===== src/design/iatp_pkg.sv =====
// shared types, constants and helpers for the ip address text parser
// no dependencies; imported by every module of the block
`timescale 1ns / 1ps

package iatp_pkg;

   // default depth of the parsed-text queue between front and emitter
   localparam int unsigned IATP_JOB_DEPTH = 2;

   // group index of the last result for each kind of valid address
   localparam logic [2:0] V4_LAST_INDEX = 3'd1;
   localparam logic [2:0] V6_LAST_INDEX = 3'd7;

   // separator and hex digit characters
   localparam logic [7:0] CH_COLON = 8'h3A;
   localparam logic [7:0] CH_DOT   = 8'h2E;
   localparam logic [7:0] CH_ZERO  = 8'h30;
   localparam logic [7:0] CH_NINE  = 8'h39;
   localparam logic [7:0] CH_LOW_A = 8'h61;
   localparam logic [7:0] CH_LOW_F = 8'h66;
   localparam logic [7:0] CH_UP_A  = 8'h41;
   localparam logic [7:0] CH_UP_F  = 8'h46;

   // where the ipv6 scanner stands relative to separators
   typedef enum logic [1:0] {
      PH_START,
      PH_GROUP,
      PH_COLON,
      PH_DOUBLE
   } phase_type;

   // one finished text, handed from the front to the emitter
   typedef struct packed {
      logic             ok;
      logic             ipv6;
      logic             compressed;
      logic [3:0]       head_groups;
      logic [3:0]       groups_written;
      logic [7:0][15:0] groups;
   } job_type;

   // decimal digit test
   function automatic logic is_decimal(logic [7:0] c);
      return (c >= CH_ZERO) && (c <= CH_NINE);
   endfunction

   // hex digit decode: bit 4 flags a hex digit, bits 3:0 carry its value
   function automatic logic [4:0] hex_nibble(logic [7:0] c);
      logic [4:0] r;
      r = 5'd0;
      if (is_decimal(c)) begin
         r = {1'b1, c[3:0]};
      end else if (((c >= CH_LOW_A) && (c <= CH_LOW_F)) ||
                   ((c >= CH_UP_A) && (c <= CH_UP_F))) begin
         r = {1'b1, c[3:0] + 4'd9};
      end
      return r;
   endfunction

endpackage


===== src/design/iatp_req_if.sv =====
// character channel of the ip address text parser
// no dependencies
`timescale 1ns / 1ps

interface iatp_req_if;
   logic       valid;
   logic       ready;
   logic [7:0] character;
   logic       has_character;
   logic       end_of_text;

   modport source (output valid, output character, output has_character,
                   output end_of_text, input ready);
   modport sink (input valid, input character, input has_character,
                 input end_of_text, output ready);
endinterface


===== src/design/iatp_rsp_if.sv =====
// result channel of the ip address text parser
// no dependencies
`timescale 1ns / 1ps

interface iatp_rsp_if;
   logic        valid;
   logic        ready;
   logic        address_valid;
   logic [15:0] group_value;
   logic [2:0]  group_index;
   logic        last_of_run;

   modport source (output valid, output address_valid, output group_value,
                   output group_index, output last_of_run, input ready);
   modport sink (input valid, input address_valid, input group_value,
                 input group_index, input last_of_run, output ready);
endinterface


===== src/design/iatp_front.sv =====
// front end: takes one character per cycle while the job queue has room, tracks the
// parse state and builds a finished-text job on the end item; uses iatp_pkg, iatp_req_if
`timescale 1ns / 1ps

module iatp_front
   import iatp_pkg::*;
(
   input  logic     clock,
   input  logic     reset,
   iatp_req_if.sink req,
   input  logic     csr_write_enable,
   input  logic     csr_write_data,
   input  logic     job_full,
   output logic     push,
   output job_type  push_job
);

   // address family register
   logic family_ff;

   // parse state
   logic [3:0]  groups_written_ff, groups_written_in;
   logic [3:0]  head_groups_ff, head_groups_in;
   logic        compression_seen_ff, compression_seen_in;
   phase_type   phase_ff, phase_in;
   logic [15:0] hex_accum_ff, hex_accum_in;
   logic [2:0]  hex_count_ff, hex_count_in;
   logic [9:0]  dec_accum_ff, dec_accum_in;
   logic [2:0]  dec_count_ff, dec_count_in;
   logic        lead_zero_ff, lead_zero_in;
   logic        all_decimal_ff, all_decimal_in;
   logic [2:0]  octets_done_ff, octets_done_in;
   logic        in_dotted_ff, in_dotted_in;
   logic        failed_ff, failed_in;

   // stores, no reset: only entries written in the current text are read
   logic [15:0] group_store_ff [8];
   logic [7:0]  octet_store_ff [4];

   logic        grp_we;
   logic [2:0]  grp_waddr;
   logic [15:0] grp_wdata;
   logic        oct_we;
   logic [1:0]  oct_waddr;
   logic [7:0]  oct_wdata;

   logic        accept;
   logic        step;
   logic        end_accept;
   logic [7:0]  c;
   logic        is_dig;
   logic [4:0]  nib_info;
   logic        is_hex;
   logic [3:0]  nib;
   logic        digit_ok;
   logic [9:0]  dec_step;

   logic [15:0]      grp_post [8];
   logic [7:0]       oct_post [4];
   logic [7:0][15:0] fin_groups;
   logic             fin_ok;
   logic [3:0]       fin_written;
   logic             dotted_final;

   // handshake
   assign req.ready  = !job_full;
   assign accept     = req.valid && req.ready;
   assign step       = accept && req.has_character && !failed_ff;
   assign end_accept = accept && req.end_of_text;

   // character classes
   assign c        = req.character;
   assign is_dig   = is_decimal(c);
   assign nib_info = hex_nibble(c);
   assign is_hex   = nib_info[4];
   assign nib      = nib_info[3:0];
   assign digit_ok = (dec_count_ff < 3'd3) && !((dec_count_ff != 3'd0) && lead_zero_ff);
   // accum * 10 + digit; a live octet never exceeds 999
   assign dec_step = {dec_accum_ff[6:0], 3'b000} + {dec_accum_ff[8:0], 1'b0} + {6'd0, nib};

   // one character step
   always_comb begin
      groups_written_in   = groups_written_ff;
      head_groups_in      = head_groups_ff;
      compression_seen_in = compression_seen_ff;
      phase_in            = phase_ff;
      hex_accum_in        = hex_accum_ff;
      hex_count_in        = hex_count_ff;
      dec_accum_in        = dec_accum_ff;
      dec_count_in        = dec_count_ff;
      lead_zero_in        = lead_zero_ff;
      all_decimal_in      = all_decimal_ff;
      octets_done_in      = octets_done_ff;
      in_dotted_in        = in_dotted_ff;
      failed_in           = failed_ff;
      grp_we              = 1'b0;
      grp_waddr           = groups_written_ff[2:0];
      grp_wdata           = hex_accum_ff;
      oct_we              = 1'b0;
      oct_waddr           = octets_done_ff[1:0];
      oct_wdata           = dec_accum_ff[7:0];
      if (step) begin
         if (!family_ff || in_dotted_ff) begin
            // dotted decimal text
            if (is_dig) begin
               if (!digit_ok) begin
                  failed_in = 1'b1;
               end else begin
                  lead_zero_in = (dec_count_ff == 3'd0) ? (nib == 4'd0) : lead_zero_ff;
                  dec_accum_in = dec_step;
                  dec_count_in = dec_count_ff + 3'd1;
               end
            end else if (c == CH_DOT) begin
               if ((dec_count_ff == 3'd0) || (dec_accum_ff > 10'd255) ||
                   (octets_done_ff >= 3'd3)) begin
                  failed_in = 1'b1;
               end else begin
                  oct_we         = 1'b1;
                  octets_done_in = octets_done_ff + 3'd1;
                  dec_accum_in   = 10'd0;
                  dec_count_in   = 3'd0;
                  lead_zero_in   = 1'b0;
               end
            end else begin
               failed_in = 1'b1;
            end
         end else begin
            // ipv6 text
            if (is_hex) begin
               if (phase_ff == PH_GROUP) begin
                  if (hex_count_ff >= 3'd4) begin
                     failed_in = 1'b1;
                  end else begin
                     hex_accum_in = {hex_accum_ff[11:0], nib};
                     hex_count_in = hex_count_ff + 3'd1;
                     if (!is_dig || !digit_ok) begin
                        all_decimal_in = 1'b0;
                     end
                     if (is_dig && digit_ok) begin
                        lead_zero_in = (dec_count_ff == 3'd0) ? (nib == 4'd0) : lead_zero_ff;
                        dec_accum_in = dec_step;
                        dec_count_in = dec_count_ff + 3'd1;
                     end
                  end
               end else if ((phase_ff == PH_COLON) && (groups_written_ff == 4'd0)) begin
                  // text opens with a single colon
                  failed_in = 1'b1;
               end else begin
                  phase_in       = PH_GROUP;
                  hex_accum_in   = {12'd0, nib};
                  hex_count_in   = 3'd1;
                  all_decimal_in = is_dig;
                  lead_zero_in   = is_dig && (nib == 4'd0);
                  dec_accum_in   = is_dig ? {6'd0, nib} : 10'd0;
                  dec_count_in   = is_dig ? 3'd1 : 3'd0;
               end
            end else if (c == CH_COLON) begin
               unique case (phase_ff)
                  PH_START: begin
                     phase_in = PH_COLON;
                  end
                  PH_GROUP: begin
                     if (groups_written_ff >= 4'd8) begin
                        failed_in = 1'b1;
                     end else begin
                        grp_we            = 1'b1;
                        groups_written_in = groups_written_ff + 4'd1;
                     end
                     phase_in = PH_COLON;
                  end
                  PH_COLON: begin
                     if (compression_seen_ff) begin
                        failed_in = 1'b1;
                     end else begin
                        compression_seen_in = 1'b1;
                        head_groups_in      = groups_written_ff;
                        phase_in            = PH_DOUBLE;
                     end
                  end
                  PH_DOUBLE: begin
                     // empty group after the compression
                     failed_in = 1'b1;
                  end
               endcase
            end else if ((c == CH_DOT) && (phase_ff == PH_GROUP) && all_decimal_ff &&
                         (dec_count_ff != 3'd0) && (dec_accum_ff <= 10'd255)) begin
               // group turns out to be the first octet of an ipv4 tail
               oct_we         = 1'b1;
               oct_waddr      = 2'd0;
               octets_done_in = 3'd1;
               dec_accum_in   = 10'd0;
               dec_count_in   = 3'd0;
               lead_zero_in   = 1'b0;
               in_dotted_in   = 1'b1;
            end else begin
               failed_in = 1'b1;
            end
         end
      end
   end

   // stores as they stand after this character
   always_comb begin
      for (int k = 0; k < 8; k++) begin
         grp_post[k] = (grp_we && (grp_waddr == k[2:0])) ? grp_wdata : group_store_ff[k];
      end
      for (int k = 0; k < 4; k++) begin
         oct_post[k] = (oct_we && (oct_waddr == k[1:0])) ? oct_wdata : octet_store_ff[k];
      end
   end

   assign dotted_final = (octets_done_in == 3'd3) && (dec_count_in != 3'd0) &&
                         (dec_accum_in <= 10'd255);

   // end-of-text check and final group writes
   always_comb begin
      for (int k = 0; k < 8; k++) begin
         fin_groups[k] = grp_post[k];
      end
      fin_written = groups_written_in;
      fin_ok      = !failed_in;
      if (!family_ff) begin
         fin_ok        = !failed_in && dotted_final;
         fin_groups[0] = {oct_post[0], oct_post[1]};
         fin_groups[1] = {oct_post[2], dec_accum_in[7:0]};
      end else begin
         if (in_dotted_in) begin
            fin_ok = fin_ok && dotted_final && (groups_written_in <= 4'd6);
            fin_groups[groups_written_in[2:0]]        = {oct_post[0], oct_post[1]};
            fin_groups[groups_written_in[2:0] + 3'd1] = {oct_post[2], dec_accum_in[7:0]};
            fin_written = groups_written_in + 4'd2;
         end else if (phase_in == PH_GROUP) begin
            if (groups_written_in >= 4'd8) begin
               fin_ok = 1'b0;
            end else begin
               fin_groups[groups_written_in[2:0]] = hex_accum_in;
            end
            fin_written = groups_written_in + 4'd1;
         end else if (phase_in != PH_DOUBLE) begin
            fin_ok = 1'b0;
         end
         if (compression_seen_in) begin
            fin_ok = fin_ok && (fin_written <= 4'd7) && (head_groups_in <= fin_written);
         end else begin
            fin_ok = fin_ok && (fin_written == 4'd8);
         end
      end
   end

   // job to the queue
   assign push                    = end_accept;
   assign push_job.ok             = fin_ok;
   assign push_job.ipv6           = family_ff;
   assign push_job.compressed     = family_ff && compression_seen_in;
   assign push_job.head_groups    = head_groups_in;
   assign push_job.groups_written = fin_written;
   assign push_job.groups         = fin_groups;

   // family register
   always_ff @(posedge clock) begin
      if (reset) begin
         family_ff <= 1'b1;
      end else if (csr_write_enable) begin
         family_ff <= csr_write_data;
      end
   end

   // parse state, cleared after every end item
   always_ff @(posedge clock) begin
      if (reset || end_accept) begin
         groups_written_ff   <= 4'd0;
         head_groups_ff      <= 4'd0;
         compression_seen_ff <= 1'b0;
         phase_ff            <= PH_START;
         hex_accum_ff        <= 16'd0;
         hex_count_ff        <= 3'd0;
         dec_accum_ff        <= 10'd0;
         dec_count_ff        <= 3'd0;
         lead_zero_ff        <= 1'b0;
         all_decimal_ff      <= 1'b1;
         octets_done_ff      <= 3'd0;
         in_dotted_ff        <= 1'b0;
         failed_ff           <= 1'b0;
      end else begin
         groups_written_ff   <= groups_written_in;
         head_groups_ff      <= head_groups_in;
         compression_seen_ff <= compression_seen_in;
         phase_ff            <= phase_in;
         hex_accum_ff        <= hex_accum_in;
         hex_count_ff        <= hex_count_in;
         dec_accum_ff        <= dec_accum_in;
         dec_count_ff        <= dec_count_in;
         lead_zero_ff        <= lead_zero_in;
         all_decimal_ff      <= all_decimal_in;
         octets_done_ff      <= octets_done_in;
         in_dotted_ff        <= in_dotted_in;
         failed_ff           <= failed_in;
      end
   end

   // group and octet stores
   always_ff @(posedge clock) begin
      if (grp_we) begin
         group_store_ff[grp_waddr] <= grp_wdata;
      end
      if (oct_we) begin
         octet_store_ff[oct_waddr] <= oct_wdata;
      end
   end

endmodule


===== src/design/iatp_job_fifo.sv =====
// small queue of finished-text jobs between the front and the emitter
// uses iatp_pkg for the job type
`timescale 1ns / 1ps

module iatp_job_fifo
   import iatp_pkg::*;
#(
   parameter int unsigned DEPTH = IATP_JOB_DEPTH  // 2 to 16
) (
   input  logic    clock,
   input  logic    reset,
   input  logic    push,
   input  job_type push_job,
   output logic    full,
   input  logic    pop,
   output logic    head_valid,
   output job_type head_job
);

   localparam int unsigned PTR_W = $clog2(DEPTH);
   localparam int unsigned CNT_W = $clog2(DEPTH + 1);
   localparam logic [PTR_W-1:0] PTR_LAST = PTR_W'(DEPTH - 1);
   localparam logic [CNT_W-1:0] CNT_FULL = CNT_W'(DEPTH);

   job_type          entry_ff [DEPTH];
   logic [PTR_W-1:0] wr_ptr_ff, wr_ptr_in;
   logic [PTR_W-1:0] rd_ptr_ff, rd_ptr_in;
   logic [CNT_W-1:0] count_ff, count_in;
   logic             do_push;
   logic             do_pop;

   assign full       = (count_ff == CNT_FULL);
   assign head_valid = (count_ff != '0);
   assign head_job   = entry_ff[rd_ptr_ff];
   assign do_push    = push && !full;
   assign do_pop     = pop && head_valid;

   // pointer and fill count update
   always_comb begin
      wr_ptr_in = wr_ptr_ff;
      rd_ptr_in = rd_ptr_ff;
      count_in  = count_ff;
      if (do_push) begin
         wr_ptr_in = (wr_ptr_ff == PTR_LAST) ? '0 : wr_ptr_ff + 1'b1;
      end
      if (do_pop) begin
         rd_ptr_in = (rd_ptr_ff == PTR_LAST) ? '0 : rd_ptr_ff + 1'b1;
      end
      if (do_push && !do_pop) begin
         count_in = count_ff + 1'b1;
      end else if (do_pop && !do_push) begin
         count_in = count_ff - 1'b1;
      end
   end

   always_ff @(posedge clock) begin
      if (reset) begin
         wr_ptr_ff <= '0;
         rd_ptr_ff <= '0;
         count_ff  <= '0;
      end else begin
         wr_ptr_ff <= wr_ptr_in;
         rd_ptr_ff <= rd_ptr_in;
         count_ff  <= count_in;
      end
   end

   // entry storage
   always_ff @(posedge clock) begin
      if (do_push) begin
         entry_ff[wr_ptr_ff] <= push_job;
      end
   end

endmodule


===== src/design/iatp_emitter.sv =====
// back end: walks the job at the queue head and emits one result per cycle, when not
// held by rsp.ready, through an output register; uses iatp_pkg, iatp_rsp_if
`timescale 1ns / 1ps

module iatp_emitter
   import iatp_pkg::*;
(
   input  logic       clock,
   input  logic       reset,
   input  logic       job_valid,
   input  job_type    job,
   output logic       pop,
   iatp_rsp_if.source rsp
);

   logic        rsp_valid_ff, rsp_valid_in;
   logic        addr_valid_ff;
   logic [15:0] value_ff;
   logic [2:0]  index_ff;
   logic        last_ff;
   logic [2:0]  idx_ff, idx_in;

   logic        slot_free;
   logic        load;
   logic        is_last;
   logic [3:0]  tail;
   logic [3:0]  gap_start;
   logic [3:0]  pos;
   logic [3:0]  src;
   logic [15:0] sel_value;

   assign slot_free = !rsp_valid_ff || rsp.ready;
   assign load      = job_valid && slot_free;
   assign pop       = load && is_last;

   // last result of the current job
   always_comb begin
      if (!job.ok) begin
         is_last = 1'b1;
      end else if (!job.ipv6) begin
         is_last = (idx_ff == V4_LAST_INDEX);
      end else begin
         is_last = (idx_ff == V6_LAST_INDEX);
      end
   end

   // group selection with the compressed gap zero-filled
   assign tail      = job.groups_written - job.head_groups;
   assign gap_start = 4'd8 - tail;
   assign pos       = {1'b0, idx_ff};
   assign src       = job.head_groups + pos - gap_start;

   always_comb begin
      if (!job.compressed || (pos < job.head_groups)) begin
         sel_value = job.groups[idx_ff];
      end else if (pos >= gap_start) begin
         sel_value = job.groups[src[2:0]];
      end else begin
         sel_value = 16'd0;
      end
   end

   // result counter and output valid
   always_comb begin
      idx_in       = idx_ff;
      rsp_valid_in = rsp_valid_ff;
      if (load) begin
         idx_in       = is_last ? 3'd0 : idx_ff + 3'd1;
         rsp_valid_in = 1'b1;
      end else if (rsp.ready) begin
         rsp_valid_in = 1'b0;
      end
   end

   always_ff @(posedge clock) begin
      if (reset) begin
         idx_ff       <= 3'd0;
         rsp_valid_ff <= 1'b0;
      end else begin
         idx_ff       <= idx_in;
         rsp_valid_ff <= rsp_valid_in;
      end
   end

   // output payload register
   always_ff @(posedge clock) begin
      if (load) begin
         addr_valid_ff <= job.ok;
         value_ff      <= job.ok ? sel_value : 16'd0;
         index_ff      <= job.ok ? idx_ff : 3'd0;
         last_ff       <= is_last;
      end
   end

   assign rsp.valid         = rsp_valid_ff;
   assign rsp.address_valid = addr_valid_ff;
   assign rsp.group_value   = value_ff;
   assign rsp.group_index   = index_ff;
   assign rsp.last_of_run   = last_ff;

endmodule


===== src/design/ip_address_text_parser.sv =====
// IP address text parser. Takes an address text one character per transfer
// and, on the end item, returns its 16-bit groups (two for dotted IPv4, eight
// for IPv6 with '::' expanded) or one invalid result. The front end takes one
// character every cycle while the queue has room; each finished text goes into
// a queue of JOB_DEPTH entries, and the emitter drains the queue at one result
// per cycle while rsp.ready allows, so a text yields 1, 2 or 8 results.
// Characters keep flowing while results of earlier texts are still going
// out; req.ready drops only when the queue is full. Depends on iatp_pkg,
// iatp_req_if, iatp_rsp_if, iatp_front, iatp_job_fifo and iatp_emitter.
`timescale 1ns / 1ps

module ip_address_text_parser
   import iatp_pkg::*;
#(
   parameter int unsigned JOB_DEPTH = IATP_JOB_DEPTH
) (
   input  logic       clock,
   input  logic       reset,
   iatp_req_if.sink   req,
   iatp_rsp_if.source rsp,
   input  logic       csr_write_enable,
   input  logic       csr_write_data
);

   logic    job_full;
   logic    job_push;
   job_type push_job;
   logic    job_pop;
   logic    job_valid;
   job_type head_job;

   // character parser
   iatp_front u_front (
      .clock            (clock),
      .reset            (reset),
      .req              (req),
      .csr_write_enable (csr_write_enable),
      .csr_write_data   (csr_write_data),
      .job_full         (job_full),
      .push             (job_push),
      .push_job         (push_job)
   );

   // finished-text queue
   iatp_job_fifo #(
      .DEPTH (JOB_DEPTH)
   ) u_job_fifo (
      .clock      (clock),
      .reset      (reset),
      .push       (job_push),
      .push_job   (push_job),
      .full       (job_full),
      .pop        (job_pop),
      .head_valid (job_valid),
      .head_job   (head_job)
   );

   // result emitter
   iatp_emitter u_emitter (
      .clock     (clock),
      .reset     (reset),
      .job_valid (job_valid),
      .job       (head_job),
      .pop       (job_pop),
      .rsp       (rsp)
   );

endmodule


===== src/flat_wrapper.sv =====
// flat-port wrapper written by rule: the top's interface ports become plain ports
module ip_address_text_parser_flat import iatp_pkg::*;
#(
   parameter int unsigned JOB_DEPTH = IATP_JOB_DEPTH
)
  (clock, reset, csr_write_enable, csr_write_data, req_valid, req_character, req_has_character, req_end_of_text, req_ready, rsp_valid, rsp_address_valid, rsp_group_value, rsp_group_index, rsp_last_of_run, rsp_ready);
  iatp_req_if req_i ();
  iatp_rsp_if rsp_i ();
  input  logic clock;
  input  logic reset;
  input  logic csr_write_enable;
  input  logic csr_write_data;
  input wire logic [$bits(req_i.valid)-1:0] req_valid;
  input wire logic [$bits(req_i.character)-1:0] req_character;
  input wire logic [$bits(req_i.has_character)-1:0] req_has_character;
  input wire logic [$bits(req_i.end_of_text)-1:0] req_end_of_text;
  output wire logic [$bits(req_i.ready)-1:0] req_ready;
  output wire logic [$bits(rsp_i.valid)-1:0] rsp_valid;
  output wire logic [$bits(rsp_i.address_valid)-1:0] rsp_address_valid;
  output wire logic [$bits(rsp_i.group_value)-1:0] rsp_group_value;
  output wire logic [$bits(rsp_i.group_index)-1:0] rsp_group_index;
  output wire logic [$bits(rsp_i.last_of_run)-1:0] rsp_last_of_run;
  input wire logic [$bits(rsp_i.ready)-1:0] rsp_ready;
  assign req_i.valid = req_valid;
  assign req_i.character = req_character;
  assign req_i.has_character = req_has_character;
  assign req_i.end_of_text = req_end_of_text;
  assign req_ready = req_i.ready;
  assign rsp_valid = rsp_i.valid;
  assign rsp_address_valid = rsp_i.address_valid;
  assign rsp_group_value = rsp_i.group_value;
  assign rsp_group_index = rsp_i.group_index;
  assign rsp_last_of_run = rsp_i.last_of_run;
  assign rsp_i.ready = rsp_ready;
  ip_address_text_parser #(.JOB_DEPTH(JOB_DEPTH)) u_core (.clock(clock), .reset(reset), .req(req_i), .rsp(rsp_i), .csr_write_enable(csr_write_enable), .csr_write_data(csr_write_data));
endmodule

===== config.mk =====
export PLATFORM = sky130hd
export DESIGN_NAME = ip_address_text_parser_flat
export DESIGN_NICKNAME = d
export VERILOG_FILES = /design/src/design/iatp_pkg.sv /design/src/design/iatp_req_if.sv /design/src/design/iatp_rsp_if.sv /design/src/design/iatp_front.sv /design/src/design/iatp_job_fifo.sv /design/src/design/iatp_emitter.sv /design/src/design/ip_address_text_parser.sv /design/src/flat_wrapper.sv
export SDC_FILE = /design/constraint.sdc
export NUM_CORES = 1
export LEC_CHECK = 0
export ABC_AREA = 1
export BUFFER_PORTS_ARGS = -buffer_cell sky130_fd_sc_hd__buf_4
export CELL_PAD_IN_SITES_DETAIL_PLACEMENT = 2
export CELL_PAD_IN_SITES_GLOBAL_PLACEMENT = 2
export CORE_MARGIN = 10
export CORE_UTILIZATION = 40
export CTS_CLUSTER_DIAMETER = 60
export DETAILED_ROUTE_END_ITERATION = 16
export PLACE_DENSITY = 0.81
export SKIP_CTS_REPAIR_TIMING = 1
export SYNTH_ARGS = -nofsm -noshare
export SYNTH_HDL_FRONTEND = slang
export SYNTH_SLANG_ARGS = --single-unit
export TNS_END_PERCENT = 10

===== constraint.sdc =====
create_clock -name clock -period 11.3 [get_ports clock]
set_input_delay 1.13 -clock clock [delete_from_list [all_inputs] [get_ports clock]]
set_output_delay 1.13 -clock clock [all_outputs]
set_load 0.01 [all_outputs]

==> results_dict.tcl <==
set metrics [dict create \
    min_path_type "register to register" \
    max_clock_freq_mhz 163 \
    max-cap-violations 0 \
    wire_per_inst_um 30.9 \
    io_buffer_count 38 \
    cts.sinks 511 \
    postSynthCellCount 3780 \
    wl_mm 149 \
    rsz0062_at_grt "no" \
    synth_fp_nets 3857 \
    ios 39 \
    cts_root_buffer "clkbuf_16" \
    layout_commonest_cell "nand2_1" \
    worstMarginPinSlew_ps 1450 \
    cts_tree "yes" \
    area_growth_pct 10.8 \
    hp-start "u_core.u_job_fifo.rd_ptr_ff" \
    drc 0 \
    startpoint_type "register" \
    syn_avg_cell_area_sq_um 8.13 \
    period_needed_ps 6150 \
    hold_viol 0 \
    cts_max_level 3 \
    irDropWorstVdd_mv 0.209 \
    core_area_sq_um 76100 \
    final_cell_mix "1,031 x nand2_1, 451 x edfxtp_1, 388 x o21ai_0" \
    cts_buffer_depth 3 \
    nNetsFinal 3800 \
    ff2ff_path_depth 16 \
    yosys_warnings 0 \
    crit_path_frequent_cell "nand2_1" \
    dieArea_sq_um 88400 \
    worstHoldPathCells 2 \
    fin_ws_ps 5150 \
    critPathMaxFanout 49 \
    setup_viol 0 \
    status "complete, no violations" \
    rr_startpoint "u_core.u_front.family_ff" \
    pre_cts_ws_ps 5060 \
    cp-end-kind "register" \
    clkLatencyLatePin_ps 630 \
    grt_pass1_vias 30941 \
    p_leak_nw 13.1 \
    drv_slew 0 \
    critical_path.cell_chain "nand2_1 -> inv_1 -> nand4_1 -> nor2_4 -> nand2_1 -> nand2_1 -> inv_1 -> ha_1 -> nand2_1 -> buf_4 -> inv_2 -> nand2_1 -> a21oi_1 -> o21ai_1 -> nand3_1 -> o21ai_0" \
    synth_edf_count 451 \
    drt-initial-drc-count 3746 \
    detail-route-antenna-nets 0 \
    slowest_delay_ps 1080 \
    grt.total_usage_pct 32.5 \
    rows 101 \
    regArea_sq_um 14800 \
    grt_max_degree 84 \
    die_h_um 297 \
    reg2reg_slack_ps 5150 \
    slew_headroom_pct 2.33 \
    start_util_pct 40.4 \
    setup_tns_ps 0 \
    vias 29982 \
    worstReg2RegEnd "u_core.u_job_fifo.entry_ff[0][46]" \
    syn_area_sq_um 30700 \
    first_pass_iters 6 \
    min_period_over_period_pct 54.4 \
    ys.flop_type "edfxtp_1" \
    grt_overflow 0 \
    synth-seq-cells 511 \
    path_clk_slew_ps 60 \
    synthArstFlopShare_pct 0 \
    power.density_nw_per_um2 219 \
    multi_input_area_sq_um 14100 \
    n_fill_cell 8456 \
    grt_pass1_wl_mm 217 \
    seq_area_frac_synth_pct 47.9 \
    dpl.hpwl_mm 105 \
    yosysUniqueCellTypes 59 \
    cp.required_ps 11610 \
    numCtsBuffers 67 \
    place_congestion 0.959 \
    antenna_found_initial 6 \
    worst_clock_skew_ps 36.9 \
    arrival_ps 6450 \
    fin_util_pct 44.8 \
    vias_per_cell 6.24 \
    die_x_um 297 \
    worstSetupPathType "register to register" \
    slowest_stage "nand2_1" \
    drive_above_1_share_pct 8.91 \
]
## cell type report
| class | instances | area share (%) |
|---|---|---|
| diodes | 3 | 0.0220 |
| clock buffers | 81 | 5.13 |
| repair buffers | 103 | 2.27 |
| multi-input cells | 2763 | 41.4 |
| clock inverters | 38 | 1.08 |
| well taps | 1030 | 3.78 |
| inverters | 277 | 3.08 |
| flip-flops and latches | 511 | 43.3 |
## worst max path at each step
stage / from / end / slack [ps] / depth (start not counted)
2_1_floorplan: req_end_of_text / u_core.u_job_fifo.entry_ff[0][0] / 3570 / 2
3_3_place_gp: req_character[0] / u_core.u_job_fifo.entry_ff[0][46] / 5230 / 20
3_5_place_dp: req_character[0] / u_core.u_job_fifo.entry_ff[1][89] / 5060 / 19
4_1_cts: u_core.u_front.family_ff / u_core.u_job_fifo.entry_ff[1][89] / 5350 / 15
5_1_grt: u_core.u_front.family_ff / u_core.u_job_fifo.entry_ff[1][89] / 4910 / 15
6_report: u_core.u_front.family_ff / u_core.u_job_fifo.entry_ff[0][46] / 5150 / 16
## Yosys cell counts (all sizes together) (6+ instances only)
master / instances / area share [%]
nand2: 1046 / 13
o311ai: 7 / 0.20
a21oi: 240 / 3.9
or2: 66 / 1.3
o21a: 6 / 0.15
buf: 82 / 1.3
dfxtp: 60 / 3.9
ha: 56 / 2.3
clkbuf: 147 / 1.8
nor3: 20 / 0.42
o2111ai: 8 / 0.23
o41ai: 8 / 0.23
nor2: 267 / 3.5
mux2i: 60 / 2.0
xor2: 7 / 0.20
nand3: 275 / 4.6
inv: 268 / 3.3
clkinv: 9 / 0.11
a22oi: 6 / 0.15
o21ai: 484 / 8.2
o211ai: 131 / 3.2
a211oi: 10 / 0.24
nand4: 8 / 0.23
edfxtp: 451 / 44
a31oi: 26 / 0.53
## cells by family after synthesis
group                      synth area share (%)
adders and majority gates                  2.60
xor gates and xnor gates                  0.313
and+or+nand+nor                            23.2
AOI/OAI and AO/OA                          17.5
buffers and inverters                      6.51
DFF                                        47.9
muxes                                      1.95
## per-layer routing
layer  up-vias  GRT usage, %  part of all wire, %  routed length (um)
met5         -             0                0.017                  26
met4         4          10.4                  3.2                4700
met3       280          7.06                  9.3               13800
met2      1407          49.6                   44               65500
met1     15404          45.4                   43               64600
li1      12887             -                    -                   -
## metrics by stage
stage | total power [W] | instance area, sq um | cells | hold slack [ps]
after detailed placement | 0.00531 | 32000 | 4684 | 477
after floorplan | 0.00415 | 30700 | 3780 | 447
after CTS | 0.00746 | 34100 | 4803 | 491
after global placement | 0.00513 | 32000 | 4684 | 450
final | 0.00746 | 34100 | 4806 | 486
after global routing | 0.00782 | 34100 | 4803 | 516
## flip-flops by register name, indices dropped and copies added (netlist names), 2 cells and up, named ones only
signal                            flops
u_core.u_emitter.rsp.group_value     16
u_core.u_front.phase_ff               2
u_core.u_front.groups_written_ff      4
u_core.u_emitter.idx_ff               3
u_core.u_job_fifo.entry_ff          278
u_core.u_emitter.rsp.group_index      3
u_core.u_front.octets_done_ff         3
u_core.u_front.hex_count_ff           3
u_core.u_front.head_groups_ff         4
u_core.u_job_fifo.count_ff            2
u_core.u_front.dec_count_ff           3
u_core.u_front.grp_wdata             16
u_core.u_front.dec_accum_ff          10
u_core.u_front.group_store_ff       128
u_core.u_front.octet_store_ff        24
## worst max-delay path, delay by kind of cell, from the launching register on
family	cells	cell delay (ps)
AOI/OAI and AO/OA	3	680
DFF	1	820
and+or+nand+nor	8	2870
buffers and inverters	4	1070
adders and majority gates	1	260
## power breakdown
group          switching, W  total [W]  internal, W
clock network      0.000903    0.00211      0.00121
logic               0.00222    0.00304     0.000823
registers         0.0000820    0.00231      0.00223
total               0.00320    0.00746      0.00426
No activity file was read; power rests on OpenSTA's default activity.
